File: src/sv/dsds_pkg.sv
// ----------------------------------------------------------------------------
// dsds_pkg
// Character codes and shared types for the significant digit span block.
// ----------------------------------------------------------------------------
package dsds_pkg;

    // character codes seen by the parser
    localparam logic [7:0] CH_PLUS  = 8'h2B;
    localparam logic [7:0] CH_MINUS = 8'h2D;
    localparam logic [7:0] CH_DOT   = 8'h2E;
    localparam logic [7:0] CH_ZERO  = 8'h30;
    localparam logic [7:0] CH_ONE   = 8'h31;
    localparam logic [7:0] CH_NINE  = 8'h39;
    localparam logic [7:0] CH_E_UP  = 8'h45;
    localparam logic [7:0] CH_E_LO  = 8'h65;

    // width of the digit place fields of a result
    localparam int unsigned PLACE_W = 15;

    // summary flags of a finished string, parser to top level
    typedef struct packed {
        logic ok;         // text is a valid number
        logic has_digit;  // a nonzero significand digit was seen
        logic exp_neg;    // exponent carries a minus sign
    } fin_flags_t;

endpackage

File: src/sv/dsds_char_if.sv
// ----------------------------------------------------------------------------
// dsds_char_if
// Character channel: one text character per transfer.
// ----------------------------------------------------------------------------
interface dsds_char_if;

    logic       valid;
    logic       ready;
    logic [7:0] char_code;
    logic       last_char;
    logic       empty_string;

    modport source (output valid, output char_code, output last_char,
                    output empty_string, input ready);
    modport sink   (input valid, input char_code, input last_char,
                    input empty_string, output ready);

endinterface

File: src/sv/dsds_res_if.sv
// ----------------------------------------------------------------------------
// dsds_res_if
// Result channel: validity and digit places of one finished string.
// ----------------------------------------------------------------------------
interface dsds_res_if;

    logic                            valid;
    logic                            ready;
    logic                            valid_res;
    logic signed [dsds_pkg::PLACE_W-1:0] largest_digit;
    logic signed [dsds_pkg::PLACE_W-1:0] smallest_digit;

    modport source (output valid, output valid_res, output largest_digit,
                    output smallest_digit, input ready);
    modport sink   (input valid, input valid_res, input largest_digit,
                    input smallest_digit, output ready);

endinterface

File: src/sv/dsds_parser.sv
// ----------------------------------------------------------------------------
// dsds_parser
// Running parse state of one number text; updated once per taken character,
// presents the summary of the string as it stands after that character.
// ----------------------------------------------------------------------------
module dsds_parser #(
    parameter int MAX_CHARS      = 64,
    parameter int EXPONENT_LIMIT = 9999,
    parameter int EW             = $clog2(EXPONENT_LIMIT + 1),
    parameter int PW             = $clog2(MAX_CHARS + 1) + 1
) (
    input  logic                        clk,
    input  logic                        rst_n,
    input  logic                        take,
    input  logic [7:0]                  char_code,
    input  logic                        empty_string,
    input  logic                        item_ends,
    output dsds_pkg::fin_flags_t        fin_flags,
    output logic [EW-1:0]               fin_exp,
    output logic signed [PW-1:0]        fin_top,
    output logic signed [PW-1:0]        fin_bot
);

    localparam int CPW = $clog2(MAX_CHARS + 1);
    localparam int VW  = EW + 4;

    logic [CPW-1:0]       char_pos_reg, char_pos_next, char_pos_upd;
    logic                 over_reg, over_next, over_upd;
    logic                 in_exp_reg, in_exp_next, in_exp_upd;
    logic                 exp_neg_reg, exp_neg_next, exp_neg_upd;
    logic [EW-1:0]        exp_val_reg, exp_val_next, exp_val_upd;
    logic                 exp_dig_reg, exp_dig_next, exp_dig_upd;
    logic                 exp_any_reg, exp_any_next, exp_any_upd;
    logic                 fail_reg, fail_next, fail_upd;
    logic                 dot_reg, dot_next, dot_upd;
    logic                 nz_reg, nz_next, nz_upd;
    logic                 zs_reg, zs_next, zs_upd;
    logic signed [PW-1:0] top_reg, top_next, top_upd;
    logic signed [PW-1:0] bot_reg, bot_next, bot_upd;
    logic signed [PW-1:0] frac_reg, frac_next, frac_upd;

    logic                 is_digit;
    logic [VW-1:0]        exp_mac;
    logic signed [PW-1:0] frac_dec;

    // exponent accumulate: value * 10 + digit, saturated
    assign is_digit = (char_code inside {[dsds_pkg::CH_ZERO:dsds_pkg::CH_NINE]});
    assign exp_mac  = VW'({exp_val_reg, 3'b000}) + VW'({exp_val_reg, 1'b0})
                    + VW'(char_code[3:0]);
    assign frac_dec = frac_reg - PW'(1);

    // effect of one character on the parse state
    always_comb
    begin
        char_pos_upd = char_pos_reg;
        over_upd     = over_reg;
        in_exp_upd   = in_exp_reg;
        exp_neg_upd  = exp_neg_reg;
        exp_val_upd  = exp_val_reg;
        exp_dig_upd  = exp_dig_reg;
        exp_any_upd  = exp_any_reg;
        fail_upd     = fail_reg;
        dot_upd      = dot_reg;
        nz_upd       = nz_reg;
        zs_upd       = zs_reg;
        top_upd      = top_reg;
        bot_upd      = bot_reg;
        frac_upd     = frac_reg;
        if (!empty_string && !over_reg)
        begin
            if (char_pos_reg >= CPW'(MAX_CHARS))
            begin
                over_upd = 1'b1;
            end
            else
            begin
                char_pos_upd = char_pos_reg + CPW'(1);
                if (in_exp_reg)
                begin
                    // exponent part
                    exp_any_upd = 1'b1;
                    if (!exp_any_reg && (char_code == dsds_pkg::CH_PLUS ||
                                         char_code == dsds_pkg::CH_MINUS))
                    begin
                        exp_neg_upd = (char_code == dsds_pkg::CH_MINUS);
                    end
                    else if (is_digit)
                    begin
                        exp_dig_upd = 1'b1;
                        if (exp_mac > VW'(EXPONENT_LIMIT))
                            exp_val_upd = EW'(EXPONENT_LIMIT);
                        else
                            exp_val_upd = exp_mac[EW-1:0];
                    end
                    else
                    begin
                        fail_upd = 1'b1;
                    end
                end
                else if (char_code == dsds_pkg::CH_E_LO || char_code == dsds_pkg::CH_E_UP)
                begin
                    in_exp_upd = 1'b1;
                end
                else if (char_code == dsds_pkg::CH_PLUS || char_code == dsds_pkg::CH_MINUS)
                begin
                    // sign only as the first character
                    if (char_pos_reg != '0)
                        fail_upd = 1'b1;
                end
                else if (char_code == dsds_pkg::CH_ZERO)
                begin
                    zs_upd = 1'b1;
                    if (dot_reg)
                    begin
                        frac_upd = frac_dec;
                    end
                    else if (nz_reg)
                    begin
                        top_upd = top_reg + PW'(1);
                        bot_upd = bot_reg + PW'(1);
                    end
                end
                else if (char_code inside {[dsds_pkg::CH_ONE:dsds_pkg::CH_NINE]})
                begin
                    nz_upd = 1'b1;
                    if (dot_reg)
                    begin
                        frac_upd = frac_dec;
                        bot_upd  = frac_dec;
                        if (!nz_reg)
                            top_upd = frac_dec;
                    end
                    else
                    begin
                        bot_upd = '0;
                        top_upd = nz_reg ? top_reg + PW'(1) : '0;
                    end
                end
                else if (char_code == dsds_pkg::CH_DOT)
                begin
                    if (dot_reg)
                        fail_upd = 1'b1;
                    else
                        dot_upd = 1'b1;
                end
            end
        end
    end

    // summary of the string as it stands after this character
    always_comb
    begin
        fin_flags.ok        = !over_upd && !fail_upd && !(in_exp_upd && !exp_dig_upd)
                              && (nz_upd || zs_upd);
        fin_flags.has_digit = nz_upd;
        fin_flags.exp_neg   = exp_neg_upd;
        fin_exp             = exp_val_upd;
        fin_top             = top_upd;
        fin_bot             = bot_upd;
    end

    // clear after the string ends
    always_comb
    begin
        char_pos_next = item_ends ? '0 : char_pos_upd;
        over_next     = item_ends ? 1'b0 : over_upd;
        in_exp_next   = item_ends ? 1'b0 : in_exp_upd;
        exp_neg_next  = item_ends ? 1'b0 : exp_neg_upd;
        exp_val_next  = item_ends ? '0 : exp_val_upd;
        exp_dig_next  = item_ends ? 1'b0 : exp_dig_upd;
        exp_any_next  = item_ends ? 1'b0 : exp_any_upd;
        fail_next     = item_ends ? 1'b0 : fail_upd;
        dot_next      = item_ends ? 1'b0 : dot_upd;
        nz_next       = item_ends ? 1'b0 : nz_upd;
        zs_next       = item_ends ? 1'b0 : zs_upd;
        top_next      = item_ends ? '0 : top_upd;
        bot_next      = item_ends ? '0 : bot_upd;
        frac_next     = item_ends ? '0 : frac_upd;
    end

    // parse state registers
    always_ff @(posedge clk or negedge rst_n)
    begin
        if (!rst_n)
        begin
            char_pos_reg <= '0;
            over_reg     <= 1'b0;
            in_exp_reg   <= 1'b0;
            exp_neg_reg  <= 1'b0;
            exp_val_reg  <= '0;
            exp_dig_reg  <= 1'b0;
            exp_any_reg  <= 1'b0;
            fail_reg     <= 1'b0;
            dot_reg      <= 1'b0;
            nz_reg       <= 1'b0;
            zs_reg       <= 1'b0;
            top_reg      <= '0;
            bot_reg      <= '0;
            frac_reg     <= '0;
        end
        else if (take)
        begin
            char_pos_reg <= char_pos_next;
            over_reg     <= over_next;
            in_exp_reg   <= in_exp_next;
            exp_neg_reg  <= exp_neg_next;
            exp_val_reg  <= exp_val_next;
            exp_dig_reg  <= exp_dig_next;
            exp_any_reg  <= exp_any_next;
            fail_reg     <= fail_next;
            dot_reg      <= dot_next;
            nz_reg       <= nz_next;
            zs_reg       <= zs_next;
            top_reg      <= top_next;
            bot_reg      <= bot_next;
            frac_reg     <= frac_next;
        end
    end

endmodule

File: src/sv/decimal_significant_digit_span.sv
// ----------------------------------------------------------------------------
// decimal_significant_digit_span
// Parses a decimal number text one character per transfer and reports
// validity and the powers of ten of its largest and smallest significant
// digits when the string ends.
// ----------------------------------------------------------------------------
// path: a string end passes the input register, finished string register and result register
// throughput: one character per cycle; input register, parse stage and
//   result register each hold one item, so a waiting result does not stall
//   the characters behind it until both later stages are full
// reset: asynchronous, clears all pipeline valids and the parse state
module decimal_significant_digit_span #(
    parameter int MAX_CHARS      = 64,
    parameter int EXPONENT_LIMIT = 9999
) (
    input  logic       clk,
    input  logic       rst_n,
    dsds_char_if.sink  chars,
    dsds_res_if.source result
);

    localparam int EW = $clog2(EXPONENT_LIMIT + 1);
    localparam int PW = $clog2(MAX_CHARS + 1) + 1;
    localparam int SW = ((PW > EW + 1) ? PW : EW + 1) + 1;
    localparam int XW = (SW > int'(dsds_pkg::PLACE_W)) ? SW : int'(dsds_pkg::PLACE_W);

    // input register
    logic       in_v_reg, in_v_next;
    logic [7:0] in_char_reg;
    logic       in_last_reg;
    logic       in_empty_reg;

    // finished string register
    logic                 snap_v_reg, snap_v_next;
    dsds_pkg::fin_flags_t snap_flags_reg;
    logic [EW-1:0]        snap_exp_reg;
    logic signed [PW-1:0] snap_top_reg;
    logic signed [PW-1:0] snap_bot_reg;

    // result register
    logic                                out_v_reg, out_v_next;
    logic                                out_ok_reg;
    logic signed [dsds_pkg::PLACE_W-1:0] out_ld_reg;
    logic signed [dsds_pkg::PLACE_W-1:0] out_sd_reg;

    dsds_pkg::fin_flags_t fin_flags;
    logic [EW-1:0]        fin_exp;
    logic signed [PW-1:0] fin_top;
    logic signed [PW-1:0] fin_bot;

    logic out_free;
    logic snap_adv;
    logic item_ends;
    logic parse_adv;
    logic in_xfer;

    logic signed [XW-1:0] exp_x;
    logic signed [XW-1:0] ld_sum;
    logic signed [XW-1:0] sd_sum;

    // pipeline flow control
    assign out_free  = !out_v_reg || result.ready;
    assign snap_adv  = snap_v_reg && out_free;
    assign item_ends = in_empty_reg || in_last_reg;
    assign parse_adv = in_v_reg && (!item_ends || !snap_v_reg || out_free);
    assign chars.ready = !in_v_reg || parse_adv;
    assign in_xfer   = chars.valid && chars.ready;

    always_comb
    begin
        in_v_next   = in_xfer ? 1'b1 : (parse_adv ? 1'b0 : in_v_reg);
        snap_v_next = (parse_adv && item_ends) ? 1'b1 : (snap_adv ? 1'b0 : snap_v_reg);
        out_v_next  = snap_adv ? 1'b1 : (result.ready ? 1'b0 : out_v_reg);
    end

    always_ff @(posedge clk or negedge rst_n)
    begin
        if (!rst_n)
        begin
            in_v_reg   <= 1'b0;
            snap_v_reg <= 1'b0;
            out_v_reg  <= 1'b0;
        end
        else
        begin
            in_v_reg   <= in_v_next;
            snap_v_reg <= snap_v_next;
            out_v_reg  <= out_v_next;
        end
    end

    // input register payload
    always_ff @(posedge clk)
    begin
        if (in_xfer)
        begin
            in_char_reg  <= chars.char_code;
            in_last_reg  <= chars.last_char;
            in_empty_reg <= chars.empty_string;
        end
    end

    // character parser
    dsds_parser #(
        .MAX_CHARS      (MAX_CHARS),
        .EXPONENT_LIMIT (EXPONENT_LIMIT),
        .EW             (EW),
        .PW             (PW)
    ) u_parser (
        .clk          (clk),
        .rst_n        (rst_n),
        .take         (parse_adv),
        .char_code    (in_char_reg),
        .empty_string (in_empty_reg),
        .item_ends    (item_ends),
        .fin_flags    (fin_flags),
        .fin_exp      (fin_exp),
        .fin_top      (fin_top),
        .fin_bot      (fin_bot)
    );

    // capture the summary of a finished string
    always_ff @(posedge clk)
    begin
        if (parse_adv && item_ends)
        begin
            snap_flags_reg <= fin_flags;
            snap_exp_reg   <= fin_exp;
            snap_top_reg   <= fin_top;
            snap_bot_reg   <= fin_bot;
        end
    end

    // apply the signed exponent to both digit places
    always_comb
    begin
        exp_x  = XW'($signed({1'b0, snap_exp_reg}));
        ld_sum = snap_flags_reg.exp_neg ? XW'(snap_top_reg) - exp_x
                                        : XW'(snap_top_reg) + exp_x;
        sd_sum = snap_flags_reg.exp_neg ? XW'(snap_bot_reg) - exp_x
                                        : XW'(snap_bot_reg) + exp_x;
    end

    // result register
    always_ff @(posedge clk)
    begin
        if (snap_adv)
        begin
            out_ok_reg <= snap_flags_reg.ok;
            if (snap_flags_reg.ok && snap_flags_reg.has_digit)
            begin
                out_ld_reg <= ld_sum[dsds_pkg::PLACE_W-1:0];
                out_sd_reg <= sd_sum[dsds_pkg::PLACE_W-1:0];
            end
            else
            begin
                out_ld_reg <= '0;
                out_sd_reg <= '0;
            end
        end
    end

    assign result.valid          = out_v_reg;
    assign result.valid_res      = out_ok_reg;
    assign result.largest_digit  = out_ld_reg;
    assign result.smallest_digit = out_sd_reg;

    // an invalid text reports zero places
    a_invalid_zero: assert property (@(posedge clk) disable iff (!rst_n)
        (out_v_reg && !out_ok_reg) |-> (out_ld_reg == '0 && out_sd_reg == '0))
        else $error("invalid result with nonzero digit places");

    // a finished string waits while the result register is blocked
    a_snap_hold: assert property (@(posedge clk) disable iff (!rst_n)
        (snap_v_reg && !out_free) |=> (snap_v_reg && $stable(snap_top_reg)
                                       && $stable(snap_bot_reg)))
        else $error("finished string lost under stall");

    // a summary only appears when a string ends
    a_snap_source: assert property (@(posedge clk) disable iff (!rst_n)
        (!snap_v_reg && !(parse_adv && item_ends)) |=> !snap_v_reg)
        else $error("summary without a string end");

endmodule
File: src/flat_wrapper.sv
// flat-port wrapper written by rule: the top's interface ports become plain ports
module decimal_significant_digit_span_flat 
#(
    parameter int MAX_CHARS      = 64,
    parameter int EXPONENT_LIMIT = 9999
)
  (clk, rst_n, chars_valid, chars_char_code, chars_last_char, chars_empty_string, chars_ready, result_valid, result_valid_res, result_largest_digit, result_smallest_digit, result_ready);
  dsds_char_if chars_i ();
  dsds_res_if result_i ();
  input  logic clk;
  input  logic rst_n;
  input wire logic [$bits(chars_i.valid)-1:0] chars_valid;
  input wire logic [$bits(chars_i.char_code)-1:0] chars_char_code;
  input wire logic [$bits(chars_i.last_char)-1:0] chars_last_char;
  input wire logic [$bits(chars_i.empty_string)-1:0] chars_empty_string;
  output wire logic [$bits(chars_i.ready)-1:0] chars_ready;
  output wire logic [$bits(result_i.valid)-1:0] result_valid;
  output wire logic [$bits(result_i.valid_res)-1:0] result_valid_res;
  output wire logic [$bits(result_i.largest_digit)-1:0] result_largest_digit;
  output wire logic [$bits(result_i.smallest_digit)-1:0] result_smallest_digit;
  input wire logic [$bits(result_i.ready)-1:0] result_ready;
  assign chars_i.valid = chars_valid;
  assign chars_i.char_code = chars_char_code;
  assign chars_i.last_char = chars_last_char;
  assign chars_i.empty_string = chars_empty_string;
  assign chars_ready = chars_i.ready;
  assign result_valid = result_i.valid;
  assign result_valid_res = result_i.valid_res;
  assign result_largest_digit = result_i.largest_digit;
  assign result_smallest_digit = result_i.smallest_digit;
  assign result_i.ready = result_ready;
  decimal_significant_digit_span #(.MAX_CHARS(MAX_CHARS), .EXPONENT_LIMIT(EXPONENT_LIMIT)) u_core (.clk(clk), .rst_n(rst_n), .chars(chars_i), .result(result_i));
endmodule
File: config.mk
export PLATFORM = sky130hd
export DESIGN_NAME = decimal_significant_digit_span_flat
export DESIGN_NICKNAME = d
export VERILOG_FILES = /design/src/sv/dsds_pkg.sv /design/src/sv/dsds_char_if.sv /design/src/sv/dsds_res_if.sv /design/src/sv/dsds_parser.sv /design/src/sv/decimal_significant_digit_span.sv /design/src/flat_wrapper.sv
export SDC_FILE = /design/constraint.sdc
export NUM_CORES = 1
export LEC_CHECK = 0
export BUFFER_PORTS_ARGS = -buffer_cell sky130_fd_sc_hd__buf_2
export CAP_MARGIN = 40
export CORE_MARGIN = 4
export CORE_UTILIZATION = 47
export DETAILED_ROUTE_END_ITERATION = 10
export PLACE_DENSITY = 0.71
export REMOVE_ABC_BUFFERS = 1
export SYNTH_ARGS = -nofsm -noshare
export SYNTH_HDL_FRONTEND = slang
export SYNTH_SLANG_ARGS = --single-unit
File: constraint.sdc
create_clock -name clk -period 3.15 [get_ports clk]
set_clock_uncertainty 0.15 [all_clocks]
set_input_delay 0.1575 -clock clk [delete_from_list [all_inputs] [get_ports clk]]
set_output_delay 0.1575 -clock clk [all_outputs]
set_load 0.02 [all_outputs]
; ---- After elaboration in Yosys (flattened, before gate mapping)
; Index checks and enable logic that the tools add are counted.
[classes]
n_addsub = 11
reduce_logical = 44
n_lt_le_gt_ge = 5
n_eq_ne = 12
n_mux = 111
[op_table]
columns = op, count
row1 = 8-bit two-way mux, 33
row2 = 14-bit two-way mux, 7
row3 = 1-bit two-way mux, 66
row4 = "8-bit by 6-bit equality test with 1-bit output, second input constant", 4
row5 = 8-bit by 15-bit adder with 15-bit output, 2
row6 = 15-bit two-way mux, 2
row7 = 8-bit by 15-bit subtractor with 15-bit output, 2
row8 = 7-bit two-way mux, 3
row9 = 17-bit by 15-bit adder with 18-bit output, 1
row10 = 18-bit by 4-bit adder with 18-bit output, 1
row11 = "18-bit by 14-bit greater-than comparator with 1-bit output, second input constant", 1
row12 = "8-bit by 2-bit adder with 8-bit output, second input constant", 2
row13 = "8-bit by 7-bit equality test with 1-bit output, second input constant", 2
row14 = "8-bit by 6-bit greater-or-equal comparator with 1-bit output, second input constant", 2
row15 = 1-bit logical AND, 13
row16 = "2-bit by 1-bit inequality test with 1-bit output, second input constant", 6
row17 = 2-bit nonzero test, 6
row18 = 1-bit zero test, 11
row19 = 9-bit AND reduction, 1
row20 = "8-bit by 1-bit adder with 8-bit output, second input constant", 1
row21 = "8-bit by 6-bit <= comparator with 1-bit output, second input constant", 1
row22 = 1-bit logical OR, 8
row23 = "8-bit by 2-bit subtractor with 8-bit output, second input constant", 1
row24 = "7-bit by 1-bit adder with 7-bit output, second input constant", 1
row25 = other kinds (6), 6
[word_totals]
wordCells = 212
input_bits = 14
reg_bits = 131

; ---- Longest topological paths before layout
; Gate-level depths: netlist of run 1.
[logic_depth]
depth_word = 13
depth_mapped = 13
depth_no_buf = 13

; ---- Hierarchy
; A second synthesis of run 1 with hierarchy kept.
[hier_totals]
cells_unflattened = 923
hier_area_um2 = 8833.5
[modules_own_cells]
columns = mod, seq_area_each_um2, cells_each, area_each_um2, n_inst
row1 = dsds_parser, 1351.3, 552, 4495.6, 1
row2 = decimal_significant_digit_span, 2297.2, 371, 4337.9, 1

; ---- Worst setup path before layout of run 1
; OpenSTA, ideal clock, no wires.
[synth_path]
kind = reg-to-reg
start = register u_core.u_parser.exp_val_reg[0]
end = register u_core.snap_exp_reg[0] (data pin)
path_stages_with_launch = 14
synth_period_minus_slack_ns = 3.452
setup_time_ns = 0.267
setup_slack_ns = -0.302
required_time_ns = 2.733
arrival_time_ns = 3.035
n_path_buf = 1
path_cell_list = dfrtp_1 inv_1 fa_1 inv_1 ha_1 a21o_1 a22oi_2 a2111oi_2 o31ai_1 mux2i_1 nand4_2 buf_2 a211oi_1 a21oi_1
[synth_via]
elab_chain_cells = 9
[synth_lines]
columns = element, line_no
row1 = from (decl), dsds_parser.sv:31  ; logic [EW-1:0] exp_val_reg, exp_val_next, exp_val_upd;
row2 = from (signal assigned), dsds_parser.sv:207  ; exp_val_reg <= exp_val_next;
row3 = 17-bit by 15-bit adder with 18-bit output, dsds_parser.sv:48  ; assign exp_mac = VW'({exp_val_reg, 3'b000}) + VW'({exp_val_reg, 1'b0})
row4 = 18-bit by 4-bit adder with 18-bit output, dsds_parser.sv:49  ; + VW'(char_code[3:0]);
row5 = 18-bit by 14-bit greater-than comparator with 1-bit output, dsds_parser.sv:90  ; if (exp_mac > VW'(EXPONENT_LIMIT))
row6 = 14-bit two-way mux, dsds_parser.sv:90
row7 = 14-bit two-way mux, dsds_parser.sv:87  ; else if (is_digit)
row8 = 14-bit two-way mux, dsds_parser.sv:82  ; if (!exp_any_reg && (char_code == dsds_pkg::CH_PLUS ||
row9 = 14-bit two-way mux, dsds_parser.sv:78  ; if (in_exp_reg)
row10 = 14-bit two-way mux, dsds_parser.sv:71  ; if (char_pos_reg >= CPW'(MAX_CHARS))
row11 = 14-bit two-way mux (*), dsds_parser.sv:69  ; if (!empty_string && !over_reg)
row12 = named net u_core.fin_exp[0], decimal_significant_digit_span.sv:47  ; logic [EW-1:0] fin_exp;
row13 = to (signal assigned), decimal_significant_digit_span.sv:128  ; snap_exp_reg <= fin_exp;
row14 = to (decl), decimal_significant_digit_span.sv:36  ; logic [EW-1:0] snap_exp_reg;
; The timed path passes the listed nets; every way through them passes the cells marked *.
; A chain may end at the register's enable or synchronous reset.

; ---- Worst setup path in the final report of run 1
[layout_path]
start = register u_core.u_parser.exp_val_reg[2]
end = register u_core.snap_exp_reg[2] (data pin)
; The elaborated chain is that of the path after synthesis.

==> summary.txt, run 1 <==
Drt
  • DRC: 0
  • Vias/cell: 5.839
  • DR iter-0 viols: 603
  • DRT antenna net count: 0
  • DR vias: 7240
  • Wire per inst: 17.27 um
  • Routed WL: 21.41 mm
  • DR pass1 iterations: 5

Logic synthesis
  • Post-synth EDFFs: 74
  • Leading area contributor after synthesis: edfxtp_1
  • Synth Flop Type: edfxtp_1
  • Fraction of registers with async set/reset: 0.4351
  • Cells after Synth: 837
  • Distinct cells, synth: 76
  • Share of the synthesized area in the top cell type: 0.2681
  • Yosys warns: 0
  • #FFs+latches synth: 131
  • Register area share after synthesis: 0.4402
  • Top cells by area, synth: edfxtp_1 27%, dfrtp_1 17%, ha_1 9.4%, a21oi_1 4.9%, nor2_1 4.6%
  • Mapped cell area: 0.008288 mm^2
  • Mean Syn Cell Area: 9.902 um^2

STA
  • Hold slack: 0.08271 ns
  • Setup total negative slack: -13.31 ns
  • Fin worst setup slack: -0.5370 ns
  • Final setup fails: 30
  • Tmin final: 3.687 ns
  • Final hold violations: 0
  • Fin crit share: 1.170
  • Slew HR: 0.5089
  • Unrepaired setup endpoints after global routing: yes
  • Slew @ Worst Pin: 0.7348 ns
  • Slew Limit Fails: 0
  • Max Fclk: 271.2 MHz

Floorplanning
  • Std-Cell Rows: 48
  • Die Ht: 140.8 um
  • IO Count: 47
  • Initial core utilization: 0.4792
  • Core area: 0.01730 mm^2
  • Die area: 0.01982 mm^2
  • Die X-Extent: 140.8 um

Clock tree
  • TritonCTS buffer count: 17
  • CTS H-tree lvls: 4
  • Clock tree buffer depth: 2
  • Clock root buffer: clkbuf_16
  • Sink Count: 131
  • CTS tree: yes
  • Clk_lat worst skew: 0.43 ns
  • Worst-path clk slew: 0.06 ns

Finish
  • Antenna fix cells: 0
  • Share of layout cells above drive strength 1: 0.2837
  • Nets: 1082
  • Cell area after layout: 0.01088 mm^2
  • Non-filler cells, final: 1240
  • Filler cell count: 1330
  • Area grow syn2layout: 31.24%

Power
  • Combinational Power Share: 0.229
  • Internal Power: 3592 uW
  • NetSw: 1606 uW
  • Leak pwr: 0.004755 uW
  • Clock share of power: 0.384
  • Switch share: 0.3090
  • Reg power frac: 0.387
  • VDD IR max: 0.6957 mV
  • Power per cell area: 478.0 mW/mm^2

Worst setup path
  • Crit end category: flip-flop
  • CP Class: reg -> reg
  • CP Max Fanout: 4
  • WP data arrival: 3.70 ns
  • CP Launch Type: flip-flop
  • Reg2reg setup slack: -0.54 ns
  • Worst EP required: 3.17 ns

Placed design
  • GPL Wtd Cong: 0.9030
  • Port Buffers: 46
  • Area after DPL: 0.009438 mm^2
  • Cells after DPL: 1180
  • DP HPWL: 14.61 mm
  • Dpl ws: -0.5751 ns

Job
  • Max Cap Viol: 0

Hold path
  • Min-Delay Path Class: in -> async

Global routing
  • Gr usage total: 0.2086
  • Grt ovf: 0
  • Largest net degree at the start of global routing: 39
  • First-pass GRT wire length: 33.55 mm
  • Vias in the first global route: 6750
  • Initial antenna violation count: 0

Run status
  • Status: finished, violations left
  • Failing checks: negative setup slack
-- cell usage after synthesis (6+ instances only) --
library cell / number
a21oi_1: 81
nand4_1: 6
a21o_1: 8
edfxtp_1: 74
clkbuf_1: 16
ha_1: 62
dfrtp_1: 57
a22o_1: 24
o21ai_0: 34
nand3_1: 23
a211oi_1: 10
a32o_1: 6
xor2_1: 21
nor2_1: 102
nor2b_1: 6
nor3_1: 35
nand2b_1: 14
o22ai_1: 7
inv_1: 36
nand2_1: 53
and3_1: 15
or3_1: 6
a31oi_1: 7
xnor2_1: 27
and2_1: 7
-- per-stage QoR --
| step | utilization | total power, uW |
|---|---|---|
| after detailed placement | 0.5456 | 3039 |
| after floorplan | - | 2675 |
| final | 0.6288 | 5199 |
| after CTS | 0.5968 | 5065 |
| after global routing | 0.6288 | 5434 |
| after global placement | 0.5445 | 3012 |
-- kinds of logic after synthesis --
family | Yosys count | synth area share
AOI/OAI and AO/OA | 232 | 0.1902
muxes | 5 | 0.006190
adders and majority gates | 66 | 0.1033
DFF | 131 | 0.4402
and+or+nand+nor | 296 | 0.1774
xor gates and xnor gates | 50 | 0.05465
buffers and inverters | 57 | 0.02808
-- final timing paths --
path / from / end / cells after the start
max in group asynchronous: rst_n / u_core.u_parser.bot_reg[0] / 3
min in group clk: chars_char_code[7] / u_core.in_char_reg[7] / 2
hold / removal: rst_n / u_core.u_parser.frac_reg[1] / 3
setup reg to reg: u_core.u_parser.exp_val_reg[2] / u_core.snap_exp_reg[2] / 13
setup / recovery: u_core.u_parser.exp_val_reg[2] / u_core.snap_exp_reg[2] / 13
hold reg to reg: u_core.snap_v_reg / u_core.result.valid / 1
-- per-layer routing --
| metal | part of all wire | track usage | up-vias |
|---|---|---|---|
| li1 | - | - | 3464 |
| met1 | 0.43 | 0.2734 | 3471 |
| met2 | 0.49 | 0.3480 | 260 |
| met4 | 0.021 | 0.05609 | 0 |
| met5 | 0 | 0 | - |
| met3 | 0.061 | 0.05020 | 45 |
-- repair_timing --
item	CTS	global route
resized for setup	32	80
hold buffers	14	0
cloned	0	2
pin swaps	11	47
endpoints found under the setup margin	34	40
endpoints found under the hold margin	53	0
buffers inserted	3	9
-- cell usage in the layout (no fill, tap or decap), drive strengths merged, types with 15 or more instances in the layout --
cell type | netlist | layout
buf | 5 | 151
nor2 | 103 | 103
a21oi | 83 | 83
edfxtp | 74 | 74
ha | 62 | 62
dfrtp | 57 | 57
nand2 | 53 | 53
inv | 36 | 47
o21ai | 37 | 37
nor3 | 35 | 35
xnor2 | 29 | 29
a22o | 25 | 25
nand3 | 23 | 23
xor2 | 21 | 21
clkbuf | 16 | 19
and3 | 15 | 15
-- power groups by stage --
stage	Clock (uW)	Combinational, uW	Sequential [uW]
2_1_floorplan	0	572	2100
3_3_place_gp	0	980	2030
3_5_place_dp	0	1000	2040
4_1_cts	2020	1040	2000
5_1_grt	2110	1300	2020
6_report	2000	1190	2010
-- layout make-up --
cell class,instances,area (um^2),share of cell area
Multi-Input combinational cell,649,4962,0.4562
Sequential cell,131,3649,0.3354
Timing Repair Buffer,167,1261,0.1160
Clock buffer,17,425.4,0.03911
Tap cell,225,281.5,0.02588
Clock inverter,15,162.7,0.01495
Inverter,36,135.1,0.01242
-- worst max-delay path: stages (launching register included) --
cell and delay [ns]:
dfrtp_1 0.41, inv_1 0.12, fa_1 0.44, buf_4 0.16, fa_2 0.39, nand2b_4 0.16, a21oi_4 0.18, o311a_1 0.23
o21ai_0 0.12, xor2_1 0.26, nand4_2 0.26, clkbuf_16 0.25, a211oi_4 0.21, a21oi_1 0.07
Power figures use the tool's default switching activity.
==> inputs of run 2 (changes only) <==
--- a/config.mk
+++ b/config.mk
@@ -12,6 +12,7 @@
 export DETAILED_ROUTE_END_ITERATION = 10
 export PLACE_DENSITY = 0.71
 export REMOVE_ABC_BUFFERS = 1
+export SETUP_SLACK_MARGIN = 0.05
 export SYNTH_ARGS = -nofsm -noshare
 export SYNTH_HDL_FRONTEND = slang
 export SYNTH_SLANG_ARGS = --single-unit
==> summary.txt, run 2 (same netlist as run 1, synthesis figures left out) <==
Run status
  • Status: finished, violations left (unchanged)
  • Failing checks: negative setup slack (unchanged)

STA
  • Tmin final: 3.703 ns (was 3.687 ns)
  • Max Fclk: 270.1 MHz (was 271.2 MHz)
  • Slew HR: 0.4776 (was 0.5089)
  • Final setup fails: 33 (was 30)
  • Slew @ Worst Pin: 0.7817 ns (was 0.7348 ns)
  • Setup total negative slack: -13.70 ns (was -13.31 ns)
  • Final hold violations: 0 (unchanged)
  • Unrepaired setup endpoints after global routing: yes (unchanged)
  • Slew Limit Fails: 0 (unchanged)
  • Fin crit share: 1.175 (was 1.170)
  • Fin worst setup slack: -0.5525 ns (was -0.5370 ns)

Global routing
  • Vias in the first global route: 6791 (was 6750)
  • First-pass GRT wire length: 33.69 mm (was 33.55 mm)
  • Gr usage total: 0.2096 (was 0.2086)
  • Initial antenna violation count: 0 (unchanged)
  • Grt ovf: 0 (unchanged)
  • Largest net degree at the start of global routing: 39 (unchanged)

Power
  • Combinational Power Share: 0.238 (was 0.229)
  • NetSw: 1643 uW (was 1606 uW)
  • VDD IR max: 0.6970 mV (was 0.6957 mV)
  • Leak pwr: 0.004779 uW (was 0.004755 uW)
  • Power per cell area: 479.0 mW/mm^2 (was 478.0 mW/mm^2)
  • Clock share of power: 0.379 (was 0.384)
  • Switch share: 0.3121 (was 0.3090)
  • Reg power frac: 0.382 (was 0.387)
  • Internal Power: 3622 uW (was 3592 uW)

Placed design
  • Port Buffers: 46 (unchanged)
  • GPL Wtd Cong: 0.9030 (unchanged)
  • Area after DPL: 0.009438 mm^2 (unchanged)
  • Cells after DPL: 1180 (unchanged)
  • DP HPWL: 14.61 mm (unchanged)
  • Dpl ws: -0.5751 ns (unchanged)

Finish
  • Non-filler cells, final: 1241 (was 1240)
  • Sequential cell area: 0.003649 mm^2 (unchanged)
  • Nets: 1083 (was 1082)
  • Post-layout utilization of the core: 0.6356 (was 0.6288)
  • Cell area after layout: 0.01099 mm^2 (was 0.01088 mm^2)
  • Share of layout cells above drive strength 1: 0.2923 (was 0.2837)
  • Antenna fix cells: 0 (unchanged)
  • Area grow syn2layout: 32.65% (was 31.24%)
  • Multi-input logic area: 0.005057 mm^2 (was 0.004962 mm^2)
  • Commonest cells after routing, fill and taps aside: 95 x nor2_1, 95 x buf_4, 74 x edfxtp_1 (was 98 x nor2_1, 98 x buf_4, 74 x edfxtp_1)
  • Filler cell count: 1314 (was 1330)

Drt
  • Wire per inst: 17.65 um (was 17.27 um)
  • Routed WL: 21.90 mm (was 21.41 mm)
  • DR iter-0 viols: 640 (was 603)
  • DRC: 0 (unchanged)
  • DRT antenna net count: 0 (unchanged)
  • DR vias: 7242 (was 7240)
  • Vias/cell: 5.836 (was 5.839)
  • DR pass1 iterations: 5 (unchanged)

Worst setup path
  • WP data arrival: 3.72 ns (was 3.70 ns)
  • Critical path's slowest cell: fa_1 (unchanged)
  • CP Class: reg -> reg (unchanged)
  • CP Launch Type: flip-flop (unchanged)
  • Reg2reg setup slack: -0.55 ns (was -0.54 ns)
  • CP Max Fanout: 9 (was 4)
  • CP Cell Sequence: inv_1, fa_1, buf_4, fa_2, nand2b_4, a21oi_4, o311a_1, o21ai_0, xor2_1, nand4_2, clkbuf_16, a211oi_2, nor2_1 (was inv_1, fa_1, buf_4, fa_2, nand2b_4, a21oi_4, o311a_1, o21ai_0, xor2_1, nand4_2, clkbuf_16, a211oi_4, a21oi_1)
  • Worst EP required: 3.17 ns (about the same)
  • Crit end category: flip-flop (unchanged)
  • RR Startpoint: u_core.u_parser.exp_val_reg[2] (unchanged)
  • Critical Path Max Stage Delay: 0.44 ns (about the same)
  • Crit path from: u_core.u_parser.exp_val_reg[2] (unchanged)

Hold path
  • Min-Delay Path Class: in -> async (unchanged)

Floorplanning
  • Die Ht: 140.8 um (unchanged)
  • Std-Cell Rows: 48 (unchanged)
  • Initial core utilization: 0.4792 (unchanged)
  • Die area: 0.01982 mm^2 (unchanged)
  • IO Count: 47 (unchanged)
  • Die X-Extent: 140.8 um (unchanged)
  • Core area: 0.01730 mm^2 (unchanged)

Clock tree
  • Clock tree buffer depth: 2 (unchanged)
  • CTS H-tree lvls: 4 (unchanged)
  • Worst-path clk slew: 0.06 ns (about the same)
  • CTS tree: yes (unchanged)
  • TritonCTS buffer count: 17 (unchanged)
  • Sink Count: 131 (unchanged)
  • Clk_lat worst skew: 0.43 ns (about the same)
  • Clock root buffer: clkbuf_16 (unchanged)

Job
  • Max Cap Viol: 0 (unchanged)
run 2: cell count changes in the layout (fill, tap and decap cells not counted), moves of 3 or more:
| cell | before | now |
|---|---|---|
| and3_1 | 15 | 12 |
| buf_4 | 98 | 95 |
| nor2_1 | 98 | 95 |
| nor3_2 | 7 | 3 |
| buf_6 | 4 | 8 |
| and3_4 | 0 | 3 |
run 2: worst max-delay path, delay by kind of cell (launching register included):
kind            cells  cell delay [ns]
buf+inv             3             0.54
simple gates        3             0.52
xor+xnor            1             0.26
flops               1             0.41
fa+ha+maj           2             0.83
compound gates      4             0.74
run 2: timing repair:
action | CTS | global route
hold buffers | 14 | 0
endpoints found under the setup margin | 36 | 40
resized for setup | 39 | 94
hold endpoints to repair | 53 | 0
buffers inserted | 4 | 10
cloned | 0 | 2
pin swaps | 12 | 53
run 2: final timing paths:
path                                          endpoint  cells past startpoint
min reg2reg                        u_core.result.valid                      1
min in group clk                 u_core.in_char_reg[7]                      2
max                             u_core.snap_exp_reg[8]                     13
max in group asynchronous   u_core.u_parser.bot_reg[0]                      3
min                        u_core.u_parser.frac_reg[1]                      3
max reg2reg                     u_core.snap_exp_reg[8]                     13
run 2: stage by stage:
step / power [uW] / hold WS, ns
5_1_grt: 5490 / 0.1032
3_3_place_gp: 3012 / 0.1844
2_1_floorplan: 2675 / -0.2881
6_report: 5266 / 0.08614
4_1_cts: 5086 / 0.08818
3_5_place_dp: 3039 / -0.08081
run 2: layout make-up:
class / instances / area share
clock inverters: 15 / 0.01479
multi-input cells: 649 / 0.4600
flip-flops and latches: 131 / 0.3319
repair buffers: 168 / 0.1168
well taps: 225 / 0.02561
clock buffers: 17 / 0.03869
inverters: 36 / 0.01229
run 2: power groups by stage:
stage | clock, uW | sequential, uW | combinational [uW]
final | 2000 | 2010 | 1260
after detailed placement | 0 | 2040 | 1000
after floorplan | 0 | 2100 | 572
after global placement | 0 | 2030 | 980
after CTS | 2020 | 2000 | 1060
after global routing | 2100 | 2020 | 1360
run 2: metal layers:
layer | vias to the layer above | share of wire | GRT usage
met5 | - | 0 | 0
met4 | 0 | 0.015 | 0.05813
met3 | 33 | 0.053 | 0.05020
met2 | 220 | 0.50 | 0.3506
met1 | 3524 | 0.43 | 0.2732
li1 | 3465 | - | -
==> inputs of run 3 (changes only) <==
--- a/config.mk
+++ b/config.mk
@@ -8,9 +8,9 @@
 export BUFFER_PORTS_ARGS = -buffer_cell sky130_fd_sc_hd__buf_2
 export CAP_MARGIN = 40
 export CORE_MARGIN = 4
-export CORE_UTILIZATION = 47
+export CORE_UTILIZATION = 40
 export DETAILED_ROUTE_END_ITERATION = 10
-export PLACE_DENSITY = 0.71
+export PLACE_DENSITY = 0.62
 export REMOVE_ABC_BUFFERS = 1
 export SETUP_SLACK_MARGIN = 0.05
 export SYNTH_ARGS = -nofsm -noshare
==> summary.txt, run 3 (same netlist as run 1, synthesis figures left out) <==
Finish
  • Share of layout cells above drive strength 1: 0.2854 (was 0.2923)
  • Area grow syn2layout: 32.76% (was 32.65%)
  • Post-layout utilization of the core: 0.5420 (was 0.6356)
  • Nets: 1097 (was 1083)
  • Most common cell after layout, fill and taps aside: buf_4
  • Commonest cells after routing, fill and taps aside: 111 x buf_4, 97 x nor2_1, 74 x edfxtp_1 (was 95 x nor2_1, 95 x buf_4, 74 x edfxtp_1)
  • Antenna fix cells: 0 (unchanged)
  • Filler cell count: 1777 (was 1314)

STA
  • Max Fclk: 283.8 MHz (was 270.1 MHz)
  • Slew Limit Fails: 0 (unchanged)
  • Slew @ Worst Pin: 0.7921 ns (was 0.7817 ns)
  • Fin worst setup slack: -0.3742 ns (was -0.5525 ns)
  • Tmin final: 3.524 ns (was 3.703 ns)
  • Unrepaired setup endpoints after global routing: yes (unchanged)
  • Slew HR: 0.4719 (was 0.4776)
  • Final setup fails: 28 (was 33)
  • Final hold violations: 0 (unchanged)
  • Fin crit share: 1.119 (was 1.175)

Placed design
  • DP HPWL: 14.75 mm (was 14.61 mm)
  • Port Buffers: 46 (unchanged)
  • Dpl ws: -0.4974 ns (was -0.5751 ns)
  • GPL Wtd Cong: 0.8507 (was 0.9030)

Floorplanning
  • Die Ht: 151.9 um (was 140.8 um)
  • Die X-Extent: 151.9 um (was 140.8 um)
  • IO Count: 47 (unchanged)
  • Initial core utilization: 0.4083 (was 0.4792)
  • Std-Cell Rows: 52 (was 48)
  • Die area: 0.02309 mm^2 (was 0.01982 mm^2)
  • Core area: 0.02030 mm^2 (was 0.01730 mm^2)

Drt
  • Wire per inst: 16.21 um (was 17.65 um)
  • DR vias: 7047 (was 7242)
  • DRT antenna net count: 0 (unchanged)
  • Vias/cell: 5.421 (was 5.836)
  • DR pass1 iterations: 5 (unchanged)
  • Routed WL: 21.07 mm (was 21.90 mm)
  • DRC: 0 (unchanged)
  • DR iter-0 viols: 361 (was 640)

Worst setup path
  • CP Class: reg -> reg (unchanged)
  • RR Startpoint: u_core.in_char_reg[3] (was u_core.u_parser.exp_val_reg[2])
  • Crit path from: u_core.in_char_reg[3] (was u_core.u_parser.exp_val_reg[2])
  • Worst EP required: 3.28 ns (was 3.17 ns)
  • WP data arrival: 3.66 ns (was 3.72 ns)
  • Crit end category: flip-flop (unchanged)
  • Reg2reg setup slack: -0.37 ns (was -0.55 ns)
  • Worst reg2reg endpoint: u_core.u_parser.exp_val_reg[2] (was u_core.snap_exp_reg[8])
  • CP Launch Type: flip-flop (unchanged)
  • CP Max Fanout: 10 (was 9)
  • Cell depth of the worst flop-to-flop path: 14 (was 13)

Clock tree
  • Clk_lat worst skew: 0.43 ns (about the same)
  • Sink Count: 131 (unchanged)
  • CTS tree: yes (unchanged)
  • TritonCTS buffer count: 17 (unchanged)
  • Worst-path clk slew: 0.06 ns (about the same)
  • Clock root buffer: clkbuf_16 (unchanged)
  • CTS H-tree lvls: 4 (unchanged)
  • Clock tree buffer depth: 2 (unchanged)

Global routing
  • Initial antenna violation count: 0 (unchanged)
  • Gr usage total: 0.1770 (was 0.2096)
  • Vias in the first global route: 6773 (was 6791)
  • Largest net degree at the start of global routing: 58 (was 39)
  • Grt ovf: 0 (unchanged)
  • First-pass GRT wire length: 33.90 mm (was 33.69 mm)

Hold path
  • Min-delay src: chars_char_code[4]
  • Min-Delay Path Class: in -> reg (was in -> async)
  • Hold Crit Depth: 2
  • Hold-critical path endpoint: u_core.in_char_reg[4]

Run status
  • Status: finished, violations left (unchanged)
  • Failing checks: negative setup slack (unchanged)

Power
  • Power per cell area: 462.1 mW/mm^2 (was 479.0 mW/mm^2)
  • VDD IR max: 0.4315 mV (was 0.6970 mV)
  • Leak pwr: 0.004754 uW (was 0.004779 uW)

Job
  • Max Cap Viol: 0 (unchanged)
==> run 3: changes by cell type in the layout (fill, tap and decap cells not counted), moves of 4 or more <==
cell / before / now
buf_4: 95 / 111
inv_8: 6 / 0
a21oi_2: 10 / 5
a21oi_1: 69 / 73
clkinvlp_4: 1 / 5
inv_6: 5 / 1
==> run 3: critical path, cell delays in order, from the launching register on <==
cell and delay [ns]:
edfxtp_1 0.37, inv_2 0.06, fa_1 0.55, inv_1 0.05, ha_1 0.28, a21o_1 0.18
a22oi_2 0.19, buf_6 0.15, a2111oi_4 0.08, o31ai_2 0.24, mux2i_1 0.27, nand4_2 0.17
buf_8 0.21, a2111oi_4 0.29, o32ai_2 0.15
==> run 3: worst max path at each step <==
stage / end / cells past startpoint
5_1_grt: u_core.snap_exp_reg[0] / 14
6_report: u_core.u_parser.exp_val_reg[2] / 14
2_1_floorplan: u_core.snap_exp_reg[7] / 11
3_3_place_gp: u_core.u_parser.exp_val_reg[8] / 13
4_1_cts: u_core.u_parser.exp_val_reg[2] / 14
3_5_place_dp: u_core.u_parser.exp_val_reg[1] / 13
==> run 3: area by class of cell <==
| type | instances | area (um^2) | share of cell area |
|---|---|---|---|
| repair buffers | 182 | 1350 | 0.1227 |
| well taps | 270 | 337.8 | 0.03070 |
| inverters | 36 | 135.1 | 0.01228 |
| clock inverters | 13 | 110.1 | 0.01001 |
| clock buffers | 19 | 452.9 | 0.04116 |
| flip-flops and latches | 131 | 3649 | 0.3316 |
| multi-input cells | 649 | 4969 | 0.4516 |
==> run 3: stage by stage <==
step	area, um^2	instances	setup TNS (ns)	total power (uW)	hold slack, ns
after detailed placement	9542	1233	-11.75	3052	0.1871
final	11000	1300	-8.107	5085	0.2798
after global routing	11000	1300	-13.33	5336	0.2783
after global placement	9542	1233	-8.423	3041	0.1852
after CTS	10640	1287	-7.788	4988	0.2707
after floorplan	8190	816	-7.623	2675	-0.2881
==> run 3: what timing repair did <==
item,in CTS,in global routing
setup buffers,9,13
pin swaps,51,35
endpoints found under the setup margin,35,40
gates resized for setup,68,49
hold buffers,13,0
hold endpoints to repair,70,0
==> run 3: report_power, final <==
part / total (uW) / switching (uW) / leakage, uW / internal (uW)
Clock: 1880 / 761 / 0.000260 / 1120
Sequential: 2010 / 61.6 / 0.00152 / 1950
Combinational: 1190 / 659 / 0.00298 / 536
Total: 5080 / 1480 / 0.00475 / 3600
==> run 3: layer usage <==
metal	global-route usage	part of all wire
met1	0.2350	0.45
met2	0.2902	0.49
met3	0.03925	0.047
met4	0.05565	0.015
met5	0	0
